==> src/hw/rtl/atet_pkg.sv <==
// Types, codes and helper functions for the IPv6 address table engine.
// No dependencies; used by every module of the block except atet_ram.
`timescale 1ns / 1ps
package atet_pkg;

  localparam logic [2:0] OP_ADD       = 3'd0;
  localparam logic [2:0] OP_DEL       = 3'd1;
  localparam logic [2:0] OP_EXACT     = 3'd2;
  localparam logic [2:0] OP_MASKED    = 3'd3;
  localparam logic [2:0] OP_SRCSEL    = 3'd4;
  localparam logic [2:0] OP_LINKLOCAL = 3'd5;

  localparam logic [1:0] ST_OK        = 2'd0;
  localparam logic [1:0] ST_BAD_PFX   = 2'd1;
  localparam logic [1:0] ST_EXISTS    = 2'd2;
  localparam logic [1:0] ST_NOT_FOUND = 2'd3;

  localparam logic [1:0] MAC_NONE   = 2'd0;
  localparam logic [1:0] MAC_ADD    = 2'd1;
  localparam logic [1:0] MAC_REMOVE = 2'd2;

  localparam logic [7:0]  PFX_MAX      = 8'd128;
  localparam logic [23:0] MCAST_OUI    = 24'h3333ff;
  localparam logic [7:0]  MCAST_BYTE   = 8'hff;
  localparam logic [3:0]  SCOPE_LINK   = 4'h2;
  localparam logic [3:0]  SCOPE_SITE   = 4'h5;
  localparam logic [3:0]  SCOPE_GLOBAL = 4'he;
  localparam logic [15:0] LL_PREFIX    = 16'hfe80;
  localparam logic [15:0] SL_PREFIX    = 16'hfec0;
  localparam logic [15:0] TEN_BIT_MASK = 16'hffc0;

  typedef struct packed {
    logic [63:0] hi;
    logic [63:0] lo;
    logic [7:0]  pfx;
  } entry_t;

  // Per-entry comparison results against the request key.
  typedef struct packed {
    logic       empty;
    logic       ex;
    logic       msk;
    logic       ll;
    logic       macm;
    logic [3:0] scope;
    logic [7:0] cpl;
  } cmp_t;

  function automatic logic is_ll(input logic [63:0] hi);
    return (hi[63:48] & TEN_BIT_MASK) == LL_PREFIX;
  endfunction

  function automatic logic [3:0] scope_of(input logic [63:0] hi);
    logic [3:0] s;
    if (hi[63:56] == MCAST_BYTE) s = hi[51:48];
    else if (is_ll(hi)) s = SCOPE_LINK;
    else if ((hi[63:48] & TEN_BIT_MASK) == SL_PREFIX) s = SCOPE_SITE;
    else s = SCOPE_GLOBAL;
    return s;
  endfunction

  function automatic logic [127:0] pfx_mask(input logic [7:0] p);
    logic [127:0] m;
    if (p == 8'd0) m = '0;
    else if (p >= PFX_MAX) m = '1;
    else m = ~128'd0 << (PFX_MAX - p);
    return m;
  endfunction

  // Leading zero count of a 128-bit word, 128 when the word is zero.
  function automatic logic [7:0] lead_zeros(input logic [127:0] x);
    logic [7:0] n;
    logic       seen;
    n    = PFX_MAX;
    seen = 1'b0;
    for (int i = 0; i < 128; i++) begin
      if (!seen && x[127-i]) begin
        n    = 8'(i);
        seen = 1'b1;
      end
    end
    return n;
  endfunction

endpackage

==> src/hw/rtl/atet_ram.sv <==
// Generic single-write, single-read synchronous RAM with registered read data.
// No dependencies.
`timescale 1ns / 1ps
module atet_ram #(
  parameter int W = 8,
  parameter int D = 4
) (
  input  logic                           clk,
  input  logic                           we,
  input  logic [(D > 1 ? $clog2(D) : 1)-1:0] waddr,
  input  logic [W-1:0]                   wdata,
  input  logic                           re,
  input  logic [(D > 1 ? $clog2(D) : 1)-1:0] raddr,
  output logic [W-1:0]                   rdata
);

  logic [W-1:0] mem [D];

  always_ff @(posedge clk) begin
    if (we) begin
      mem[waddr] <= wdata;
    end
    if (re) begin
      rdata <= mem[raddr];
    end
  end

endmodule

==> src/hw/rtl/atet_cmp.sv <==
// Compare stage: matches one table entry against the request key, registered.
// Depends on atet_pkg.
`timescale 1ns / 1ps
module atet_cmp
  import atet_pkg::*;
#(
  parameter int IW = 2
) (
  input  logic          clk,
  input  logic          rst_n,
  input  logic          in_vld,
  input  logic [IW-1:0] in_idx,
  input  logic          in_row_vld,
  input  entry_t        in_data,
  input  logic [63:0]   key_hi,
  input  logic [63:0]   key_lo,
  output logic          out_vld_r,
  output logic [IW-1:0] out_idx_r,
  output entry_t        out_ent_r,
  output cmp_t          out_cmp_r
);

  entry_t       ent;
  cmp_t         cm;
  logic [127:0] mk;
  logic [127:0] diff;

  always_comb begin
    // A row never written since reset reads as all zero.
    ent      = in_row_vld ? in_data : '0;
    mk       = pfx_mask(ent.pfx);
    diff     = {ent.hi ^ key_hi, ent.lo ^ key_lo};
    cm.empty = (ent.hi == 64'd0) && (ent.lo == 64'd0);
    cm.ex    = !cm.empty && (diff == 128'd0);
    cm.msk   = !cm.empty && ((diff & mk) == 128'd0);
    cm.ll    = is_ll(ent.hi);
    cm.macm  = ent.lo[23:0] == key_lo[23:0];
    cm.scope = scope_of(ent.hi);
    cm.cpl   = lead_zeros(diff);
  end

  always_ff @(posedge clk) begin
    if (!rst_n) begin
      out_vld_r <= 1'b0;
    end else begin
      out_vld_r <= in_vld;
    end
    out_idx_r <= in_idx;
    out_ent_r <= ent;
    out_cmp_r <= cm;
  end

endmodule

==> src/hw/rtl/ipv6_address_table_engine.sv <==
// IPv6 address table engine. The table of ENTRIES address/prefix rows lives in
// one synchronous RAM; every request beat reads the rows one per cycle through
// a compare stage, gathers the verdict, then writes at most one row back and
// loads the result register. The rows are read one at a time, since the table
// RAM has one read port. The result register is loaded only once the previous
// result beat has gone, so a stalled out_ready holds the request in S_FIN. A new
// request is taken once the previous one has been written back, even while its
// result beat still waits for out_ready. Reset empties the table at once through
// per-row valid flags, so no clearing pass is needed. Add and delete report the
// 33:33:ff multicast MAC to gain or lose.
`timescale 1ns / 1ps
module ipv6_address_table_engine
  import atet_pkg::*;
#(
  parameter int ENTRIES = 4
) (
  input  logic        clk,
  input  logic        rst_n,
  input  logic        in_valid,
  output logic        in_ready,
  input  logic [2:0]  in_opcode,
  input  logic [63:0] in_addr_hi,
  input  logic [63:0] in_addr_lo,
  input  logic [7:0]  in_prefix_len,
  output logic        out_valid,
  input  logic        out_ready,
  output logic [1:0]  out_status,
  output logic        out_found,
  output logic [3:0]  out_slot,
  output logic [63:0] out_out_addr_hi,
  output logic [63:0] out_out_addr_lo,
  output logic [7:0]  out_out_prefix,
  output logic [1:0]  out_mac_action,
  output logic [47:0] out_mcast_mac
);

  localparam int IW = ENTRIES > 1 ? $clog2(ENTRIES) : 1;
  localparam logic [IW-1:0] LAST = IW'(ENTRIES - 1);

  typedef enum logic [2:0] {
    S_IDLE = 3'b001,
    S_SCAN = 3'b010,
    S_FIN  = 3'b100
  } state_t;

  state_t        state_r;
  logic [2:0]    op_r;
  logic [63:0]   hi_r, lo_r;
  logic [7:0]    pl_r;
  logic [3:0]    sd_r;

  logic          rd_on_r;
  logic [IW-1:0] rd_idx_r;
  logic          p1_vld_r;
  logic [IW-1:0] p1_idx_r;
  logic          p1_rowv_r;
  logic [ENTRIES-1:0] vld_r;
  entry_t        rdata;

  logic          c_vld;
  logic [IW-1:0] c_idx;
  entry_t        c_ent;
  cmp_t          c_cm;

  // Gathered verdict of the scan.
  logic          rep_f_r;
  logic [IW-1:0] rep_idx_r;
  entry_t        rep_ent_r;
  logic          free_f_r, sc_f_r, keep_r, done_r;
  logic [IW-1:0] free_idx_r, sc_idx_r;
  logic [3:0]    sb_r;
  logic [7:0]    pb_r;

  logic          out_valid_r;
  logic [1:0]    status_r, mac_r;
  logic          found_r;
  logic [3:0]    slot_r;
  entry_t        oent_r;
  logic [47:0]   mmac_r;

  logic          accept, load, hitc, upd;
  logic          we;
  logic [IW-1:0] widx;
  entry_t        wdat;
  logic [1:0]    o_status, o_mac;
  logic          o_found;
  logic [IW-1:0] o_idx;
  entry_t        o_ent;
  logic [IW-1:0] tgt;
  logic          bad_pfx;

  assign in_ready = (state_r == S_IDLE);
  assign accept   = in_valid && in_ready;
  assign load     = (state_r == S_FIN) && (!out_valid_r || out_ready);

  atet_ram #(.W($bits(entry_t)), .D(ENTRIES)) u_ram (
    .clk   (clk),
    .we    (we),
    .waddr (widx),
    .wdata (wdat),
    .re    (rd_on_r),
    .raddr (rd_idx_r),
    .rdata (rdata)
  );

  atet_cmp #(.IW(IW)) u_cmp (
    .clk        (clk),
    .rst_n      (rst_n),
    .in_vld     (p1_vld_r),
    .in_idx     (p1_idx_r),
    .in_row_vld (p1_rowv_r),
    .in_data    (rdata),
    .key_hi     (hi_r),
    .key_lo     (lo_r),
    .out_vld_r  (c_vld),
    .out_idx_r  (c_idx),
    .out_ent_r  (c_ent),
    .out_cmp_r  (c_cm)
  );

  // First-hit condition for the lookups; source selection has its own rule.
  always_comb begin
    case (op_r)
      OP_ADD, OP_DEL, OP_EXACT: hitc = c_cm.ex;
      OP_MASKED:                hitc = c_cm.msk;
      OP_LINKLOCAL:             hitc = c_cm.ll;
      default:                  hitc = 1'b0;
    endcase
    // Rules 1, 2 and 8: the same address wins outright, then the scope
    // preference, then the longest common prefix within equal scope.
    upd = !done_r && !c_cm.empty &&
          (c_cm.ex ||
           ((c_cm.scope != sb_r) ?
             ((c_cm.scope < sb_r && c_cm.scope >= sd_r) ||
              (sb_r < c_cm.scope && sb_r < sd_r)) :
             (c_cm.cpl > pb_r)));
  end

  always_ff @(posedge clk) begin
    if (!rst_n) begin
      state_r  <= S_IDLE;
      rd_on_r  <= 1'b0;
      p1_vld_r <= 1'b0;
      vld_r    <= '0;
    end else begin
      p1_vld_r <= rd_on_r;
      case (state_r)
        S_IDLE: begin
          if (accept) begin
            state_r <= S_SCAN;
            rd_on_r <= 1'b1;
          end
        end
        S_SCAN: begin
          if (rd_on_r && rd_idx_r == LAST) begin
            rd_on_r <= 1'b0;
          end
          if (c_vld && c_idx == LAST) begin
            state_r <= S_FIN;
          end
        end
        S_FIN: begin
          if (load) begin
            state_r <= S_IDLE;
          end
        end
        default: state_r <= S_IDLE;
      endcase
      if (we) begin
        vld_r[widx] <= 1'b1;
      end
    end
  end

  // Request capture, read addressing and verdict gathering.
  always_ff @(posedge clk) begin
    p1_idx_r  <= rd_idx_r;
    p1_rowv_r <= vld_r[rd_idx_r];
    if (accept) begin
      op_r       <= in_opcode;
      hi_r       <= in_addr_hi;
      lo_r       <= in_addr_lo;
      pl_r       <= in_prefix_len;
      sd_r       <= scope_of(in_addr_hi);
      rd_idx_r   <= '0;
      rep_f_r    <= 1'b0;
      free_f_r   <= 1'b0;
      sc_f_r     <= 1'b0;
      keep_r     <= 1'b0;
      done_r     <= 1'b0;
      sb_r       <= '0;
      pb_r       <= '0;
      rep_idx_r  <= '0;
      free_idx_r <= '0;
      sc_idx_r   <= '0;
    end else begin
      if (rd_on_r && rd_idx_r != LAST) begin
        rd_idx_r <= rd_idx_r + 1'b1;
      end
      if (c_vld) begin
        if (op_r == OP_SRCSEL) begin
          if (c_idx == '0 || upd) begin
            rep_idx_r <= c_idx;
            rep_ent_r <= c_ent;
          end
          if (upd && c_cm.ex) begin
            done_r <= 1'b1;
          end else if (upd) begin
            sb_r <= c_cm.scope;
            pb_r <= c_cm.cpl;
          end
        end else if (!rep_f_r && hitc) begin
          rep_f_r   <= 1'b1;
          rep_idx_r <= c_idx;
          rep_ent_r <= c_ent;
        end
        if (!free_f_r) begin
          if (c_cm.empty) begin
            free_f_r   <= 1'b1;
            free_idx_r <= c_idx;
          end else if (c_cm.scope == sd_r) begin
            sc_f_r   <= 1'b1;
            sc_idx_r <= c_idx;
          end
        end
        if (!c_cm.empty && !c_cm.ex && c_cm.macm) begin
          keep_r <= 1'b1;
        end
      end
    end
  end

  // Final verdict and write-back.
  always_comb begin
    o_status = ST_OK;
    o_found  = 1'b0;
    o_idx    = '0;
    o_ent    = '0;
    o_mac    = MAC_NONE;
    we       = 1'b0;
    widx     = rep_idx_r;
    wdat     = '0;
    bad_pfx  = pl_r > PFX_MAX;
    tgt      = free_f_r ? free_idx_r : (sc_f_r ? sc_idx_r : '0);
    case (op_r)
      OP_ADD: begin
        if (bad_pfx) begin
          o_status = ST_BAD_PFX;
        end else if (rep_f_r) begin
          o_found   = 1'b1;
          o_idx     = rep_idx_r;
          o_ent     = rep_ent_r;
          o_ent.pfx = pl_r;
          if (rep_ent_r.pfx == pl_r) begin
            o_status = ST_EXISTS;
          end else begin
            we   = load;
            wdat = o_ent;
          end
        end else begin
          o_idx = tgt;
          o_ent = '{hi: hi_r, lo: lo_r, pfx: pl_r};
          we    = load;
          widx  = tgt;
          wdat  = o_ent;
          if (hi_r != 64'd0 || lo_r != 64'd0) begin
            o_mac = MAC_ADD;
          end
        end
      end
      OP_DEL: begin
        if (bad_pfx) begin
          o_status = ST_BAD_PFX;
        end else if (!rep_f_r || rep_ent_r.pfx != pl_r) begin
          o_status = ST_NOT_FOUND;
        end else begin
          o_found = 1'b1;
          o_idx   = rep_idx_r;
          o_ent   = rep_ent_r;
          we      = load;
          if (!keep_r) begin
            o_mac = MAC_REMOVE;
          end
        end
      end
      OP_EXACT, OP_MASKED, OP_LINKLOCAL: begin
        if (rep_f_r) begin
          o_found = 1'b1;
          o_idx   = rep_idx_r;
          o_ent   = rep_ent_r;
        end else begin
          o_status = ST_NOT_FOUND;
        end
      end
      OP_SRCSEL: begin
        o_idx = rep_idx_r;
        o_ent = rep_ent_r;
        if (rep_ent_r.hi == 64'd0 && rep_ent_r.lo == 64'd0) begin
          o_status = ST_NOT_FOUND;
        end else begin
          o_found = 1'b1;
        end
      end
      default: o_status = ST_NOT_FOUND;
    endcase
  end

  always_ff @(posedge clk) begin
    if (!rst_n) begin
      out_valid_r <= 1'b0;
    end else if (load) begin
      out_valid_r <= 1'b1;
    end else if (out_ready) begin
      out_valid_r <= 1'b0;
    end
    if (load) begin
      status_r <= o_status;
      found_r  <= o_found;
      slot_r   <= 4'(o_idx);
      oent_r   <= o_ent;
      mac_r    <= o_mac;
      mmac_r   <= (o_mac == MAC_NONE) ? 48'd0 : {MCAST_OUI, lo_r[23:0]};
    end
  end

  assign out_valid       = out_valid_r;
  assign out_status      = status_r;
  assign out_found       = found_r;
  assign out_slot        = slot_r;
  assign out_out_addr_hi = oent_r.hi;
  assign out_out_addr_lo = oent_r.lo;
  assign out_out_prefix  = oent_r.pfx;
  assign out_mac_action  = mac_r;
  assign out_mcast_mac   = mmac_r;

endmodule

==> config.mk <==
export PLATFORM = sky130hd
export DESIGN_NAME = ipv6_address_table_engine
export DESIGN_NICKNAME = d
export VERILOG_FILES = /design/src/hw/rtl/atet_pkg.sv /design/src/hw/rtl/atet_ram.sv /design/src/hw/rtl/atet_cmp.sv /design/src/hw/rtl/ipv6_address_table_engine.sv
export SDC_FILE = /design/constraint.sdc
export NUM_CORES = 2
export LEC_CHECK = 0
export BUFFER_PORTS_ARGS = -buffer_cell sky130_fd_sc_hd__buf_2
export CORE_MARGIN = 2
export CORE_UTILIZATION = 35
export DETAILED_ROUTE_END_ITERATION = 6
export PLACE_DENSITY = 0.61
export SETUP_SLACK_MARGIN = 0.2
export SKIP_LAST_GASP = 1
export SLEW_MARGIN = 5
export SYNTH_ARGS = -nofsm -noshare
export SYNTH_HDL_FRONTEND = slang
export SYNTH_SLANG_ARGS = --single-unit
==> constraint.sdc <==
create_clock -name clk -period 28.3 [get_ports clk]
set_input_delay 5.66 -clock clk [delete_from_list [all_inputs] [get_ports clk]]
set_output_delay 5.66 -clock clk [all_outputs]
set_load 0.02 [all_outputs]
==> impl_summary.md <==
Status
The flow ran to the end, and the final reports show no timing, DRC or antenna violations.

Die
Measured along the y axis, the die boundary spans about 400 µm. The effective utilization at floorplan is 0.352. The die is ~400 µm wide. The die covers between 150000 and 200000 µm². The area of the core is between 150000 and 200000 µm². The cell row count is approximately 150.

In this run the count of I/O pins placed on the die edge is 338.

Finish
The area taken by flip-flops and latches is 37700 µm². The finished cells cover between 60000 and 70000 µm². The library cell used most frequently in the layout, excluding fill and tap cells, is sky130_fd_sc_hd__edfxtp_1. Of the cells placed in the final design, the portion with a size suffix greater than 1 is 0.178.

Relative to the synthesized area, the layout overhead comes to 15.3%. In the final layout, the multi-input gates occupy between 15000 and 20000 µm². Measured on the finished design, the core utilization comes to 0.406. The net count of the finished layout is 4351. The number of fillers in the final layout is 14.5k.

Leaving out fill and tap cells, the most frequent cells in the layout are sky130_fd_sc_hd__edfxtp_1 (1127), sky130_fd_sc_hd__buf_2 (327), sky130_fd_sc_hd__nor2_1 (293).

Detailed routing
The sum of routed wire length over all layers is about 170 mm. The residual DRC count is 0. The detail route stage leaves a number of antenna-violating nets equal to 0. The detail-routed net length per standard cell is roughly 27 µm. The number of DRC markers in iteration 0 is between 3k and 4k. The total number of vias is about 36k. Using the TritonRoute via totals, the vias-per-cell ratio works out to approximately 5.6. The total iterations of the first detailed-routing run is 5.

Setup path
Along the worst path, the maximum fanout reaches 120. The worst-case reg-to-reg path depth is 15. In this run the worst setup path terminates at u_ram.mem[1][72]$_DFFE_PP_. For flop-to-flop paths, the worst setup slack is 22130 ps. The most frequent cell on the critical path is sky130_fd_sc_hd__buf_4. The element type at the critical path start is an input port. The library cell contributing the largest single delay on the critical path is sky130_fd_sc_hd__nor2_4. In this run the critical register-to-register path is captured at u_cmp.out_cmp_r[14]$_DFF_P_. The startpoint of the worst-slack reg-to-reg timing path is p1_rowv_r$_DFF_P_.

The endpoint class of the critical path is a flip-flop. The endpoint arrival time on the critical path is roughly 9100 ps. The critical path class is input port to flip-flop. Traced cell by cell, the critical path runs through buf_2, nor2b_1, nor2b_4, buf_12, nand4_1, nor2_4, buf_4, buf_4.

STA puts the critical path data required time at between 20000 and 30000 ps. On the worst path, the slowest cell contributes a delay of between 700 and 800 ps. The most critical setup path has its startpoint at out_ready.

GRT
The wire length of the first global-routing pass is about 250 mm. The number of antenna violations at the first check in global routing is 11. The pin count of the biggest net entering global routing is 143. After global routing the overflow that remains totals 0.

In the global route stage, overall resource usage came out at 0.210. The number of global-route vias before repair is about 35k.

Place
After detailed placement, the total cell area comes to 59600 µm². In this run the tool buffered the top-level ports with around 330 buffer cells. Detailed placement finished with a half-perimeter wire length of 123 mm. OpenSTA, run right after detailed placement, puts the worst setup slack at ~19000 ps. The routability congestion estimate from global placement is ~1.0.

Timing
Setup violations remaining at the end of the flow were counted as 0. Between clock sinks in the finished design, the worst skew comes to 26.8 ps. The worst hold margin is about 330 ps. Measured against its own limit, the worst slew margin works out to 0.138. The transition time of the tightest slew-check pin is roughly 1300 ps.

Counting I/O delays and the setup requirement, the final critical path takes slightly below 9000 ps. Timing would allow up to approximately 110 MHz. The max-slew violation total from the final report was 0. The slack of the critical path is 19600 ps.

The final-report hold violation count is 0. Setup repair after global routing left no endpoint under its margin. Summed over all failing endpoints, the final setup total negative slack is 0 ps. Of the available clock period, the critical path in the final layout requires 0.308.

CTS
TritonCTS built the clock tree. The post-cts repair resize count is 0. The number of H-tree levels is 4. The count of buffers added by post-CTS timing repair for setup is 0.

The clock tree root driver cell is sky130_fd_sc_hd__clkbuf_16. Clock-pin slew was measured on the worst setup and hold paths at around 60 ps. The clock insertion delay at the later pin of the skew report is approximately 800 ps.

The count of hold-fix buffers inserted at cts is 0. The TritonCTS sink count is between 1k and 1.5k. The number of clock buffers added by TritonCTS is 140.

In this run the deepest clock path goes through 3 buffers.

Yosys
The count of distinct cell types in the synthesized netlist is 89. The synthesized design contains 1127 enable-type register cells. The warning count from the yosys run is 0. After synthesis, the share of flip-flops with an asynchronous set or reset is 0. The post-synthesis sequential element count is ~1.3k.

The area of the mapped netlist is roughly 56000 µm². The cell accounting for the most synthesized area is sky130_fd_sc_hd__edfxtp_1. The share of synthesized area in the top cell type comes to 0.607. The sequential fraction of the synthesis area is 0.677. The cell count after synthesis came out at roughly 3.9k. By area the synthesized netlist is led by sky130_fd_sc_hd__edfxtp_1 (61%), sky130_fd_sc_hd__dfxtp_1 (7.0%), sky130_fd_sc_hd__mux4_2 (5.5%).

Dividing the synthesized area by the synthesized cell count gives around 14 µm². In the synthesized netlist the dominant register cell turns out to be sky130_fd_sc_hd__edfxtp_1.

Pwr
The power density over the cells is just over 70 nW/µm². In this run the static leakage power is 22.2 nW. The worst vdd rail ir drop is between 0.04 and 0.05 mV.

Job
Across the run, the number of max-cap violations was 0.

Worst hold path
The path category of the worst min-delay check is flip-flop to flip-flop. The worst hold path begins at p1_idx_r[1]$_DFF_P_.
[routing by layer]
layer	vias up	global-route usage	routed length [µm]
li1	15500	-	-
met1	18200	0.275	71700
met2	1504	0.338	82000
met3	330	0.0443	13000
met4	10	0.0890	7560
met5	-	0	57
[layout make-up]
| type | instances | area share |
|---|---|---|
| flip-flops and latches | 1321 | 0.587 |
| multi-input cells | 2219 | 0.260 |
| clock buffers | 203 | 0.0620 |
| well taps | 2072 | 0.0403 |
| repair buffers | 377 | 0.0317 |
| clock inverters | 59 | 0.0110 |
| inverters | 125 | 0.00730 |
| diodes | 4 | 0.000156 |
[worst min path at each step]
| stage | endpoint | slack [ps] | cells past startpoint |
|---|---|---|---|
| 6_report | u_cmp.out_idx_r[1]$_DFF_P_ | 330 | 0 |
| 5_1_grt | u_cmp.out_idx_r[1]$_DFF_P_ | 350 | 0 |
| 4_1_cts | u_cmp.out_idx_r[1]$_DFF_P_ | 330 | 0 |
| 3_5_place_dp | u_cmp.out_idx_r[1]$_DFF_P_ | 310 | 0 |
| 3_3_place_gp | u_cmp.out_idx_r[0]$_DFF_P_ | 310 | 0 |
| 2_1_floorplan | u_cmp.out_idx_r[0]$_DFF_P_ | 310 | 0 |
[logic make-up after synthesis]
kind of cell	count (synthesis)	share of synthesized area
mux	283	0.0816
xor+xnor	197	0.0310
flops	1321	0.677
buf+inv	342	0.0256
other cells	1	0.0000673
fa+ha+maj	28	0.00611
compound gates	644	0.0802
simple gates	1057	0.0984
[cell usage after synthesis (all sizes together), types with 9 or more instances]
master   instances
a2111oi         13
a21oi           93
a22o           133
a22oi           34
a31oi           35
a32oi            9
and2            83
and3            19
buf             77
clkbuf         140
dfxtp          194
edfxtp        1127
ha              24
inv            125
mux2i          146
mux4           137
nand2          241
nand2b          11
nand3           53
nand3b          15
nand4           54
nand4b           9
nor2           298
nor2b           46
nor3            30
nor3b           14
nor4            93
nor4bb          34
o2111ai         13
o211ai          10
o21a            18
o21ai          157
o22ai           26
or3             11
or4             11
xnor2          125
xor2            72
[power breakdown]
group / total [mW] / internal [mW] / switching [mW]
Clock: 1.87 / 1.09 / 0.778
Combinational: 0.462 / 0.223 / 0.239
Sequential: 2.34 / 2.20 / 0.140
Total: 4.67 / 3.51 / 1.16
[worst max-delay path: cells and delay by family]
| family | cells | cell delay (ps) |
|---|---|---|
| buf+inv | 4 | 1700 |
| simple gates | 4 | 1560 |
[state kept, by name, summed over array words and instances (netlist names), 3 cells and up]
name and count:
lo_r 64, u_ram.mem 544, pl_r 8, pb_r 8, out_out_addr_hi 64, op_r 3, out_mcast_mac 25, out_out_addr_lo 64
sd_r 4, sb_r 4, u_ram.rdata 136, out_out_prefix 8, hi_r 64, u_cmp.out_cmp_r 17, vld_r 4, state_r 3
rep_ent_r 136, u_cmp.out_ent_r 136
[metrics by stage]
step                total power, mW  std cells
detailed placement             2.84       6114
CTS                            4.71       6376
finish                         4.67       6380
global route                   4.82       6378
floorplan                      2.67       3882
global placement               2.84       6114
(Power assumes the default switching activity.)
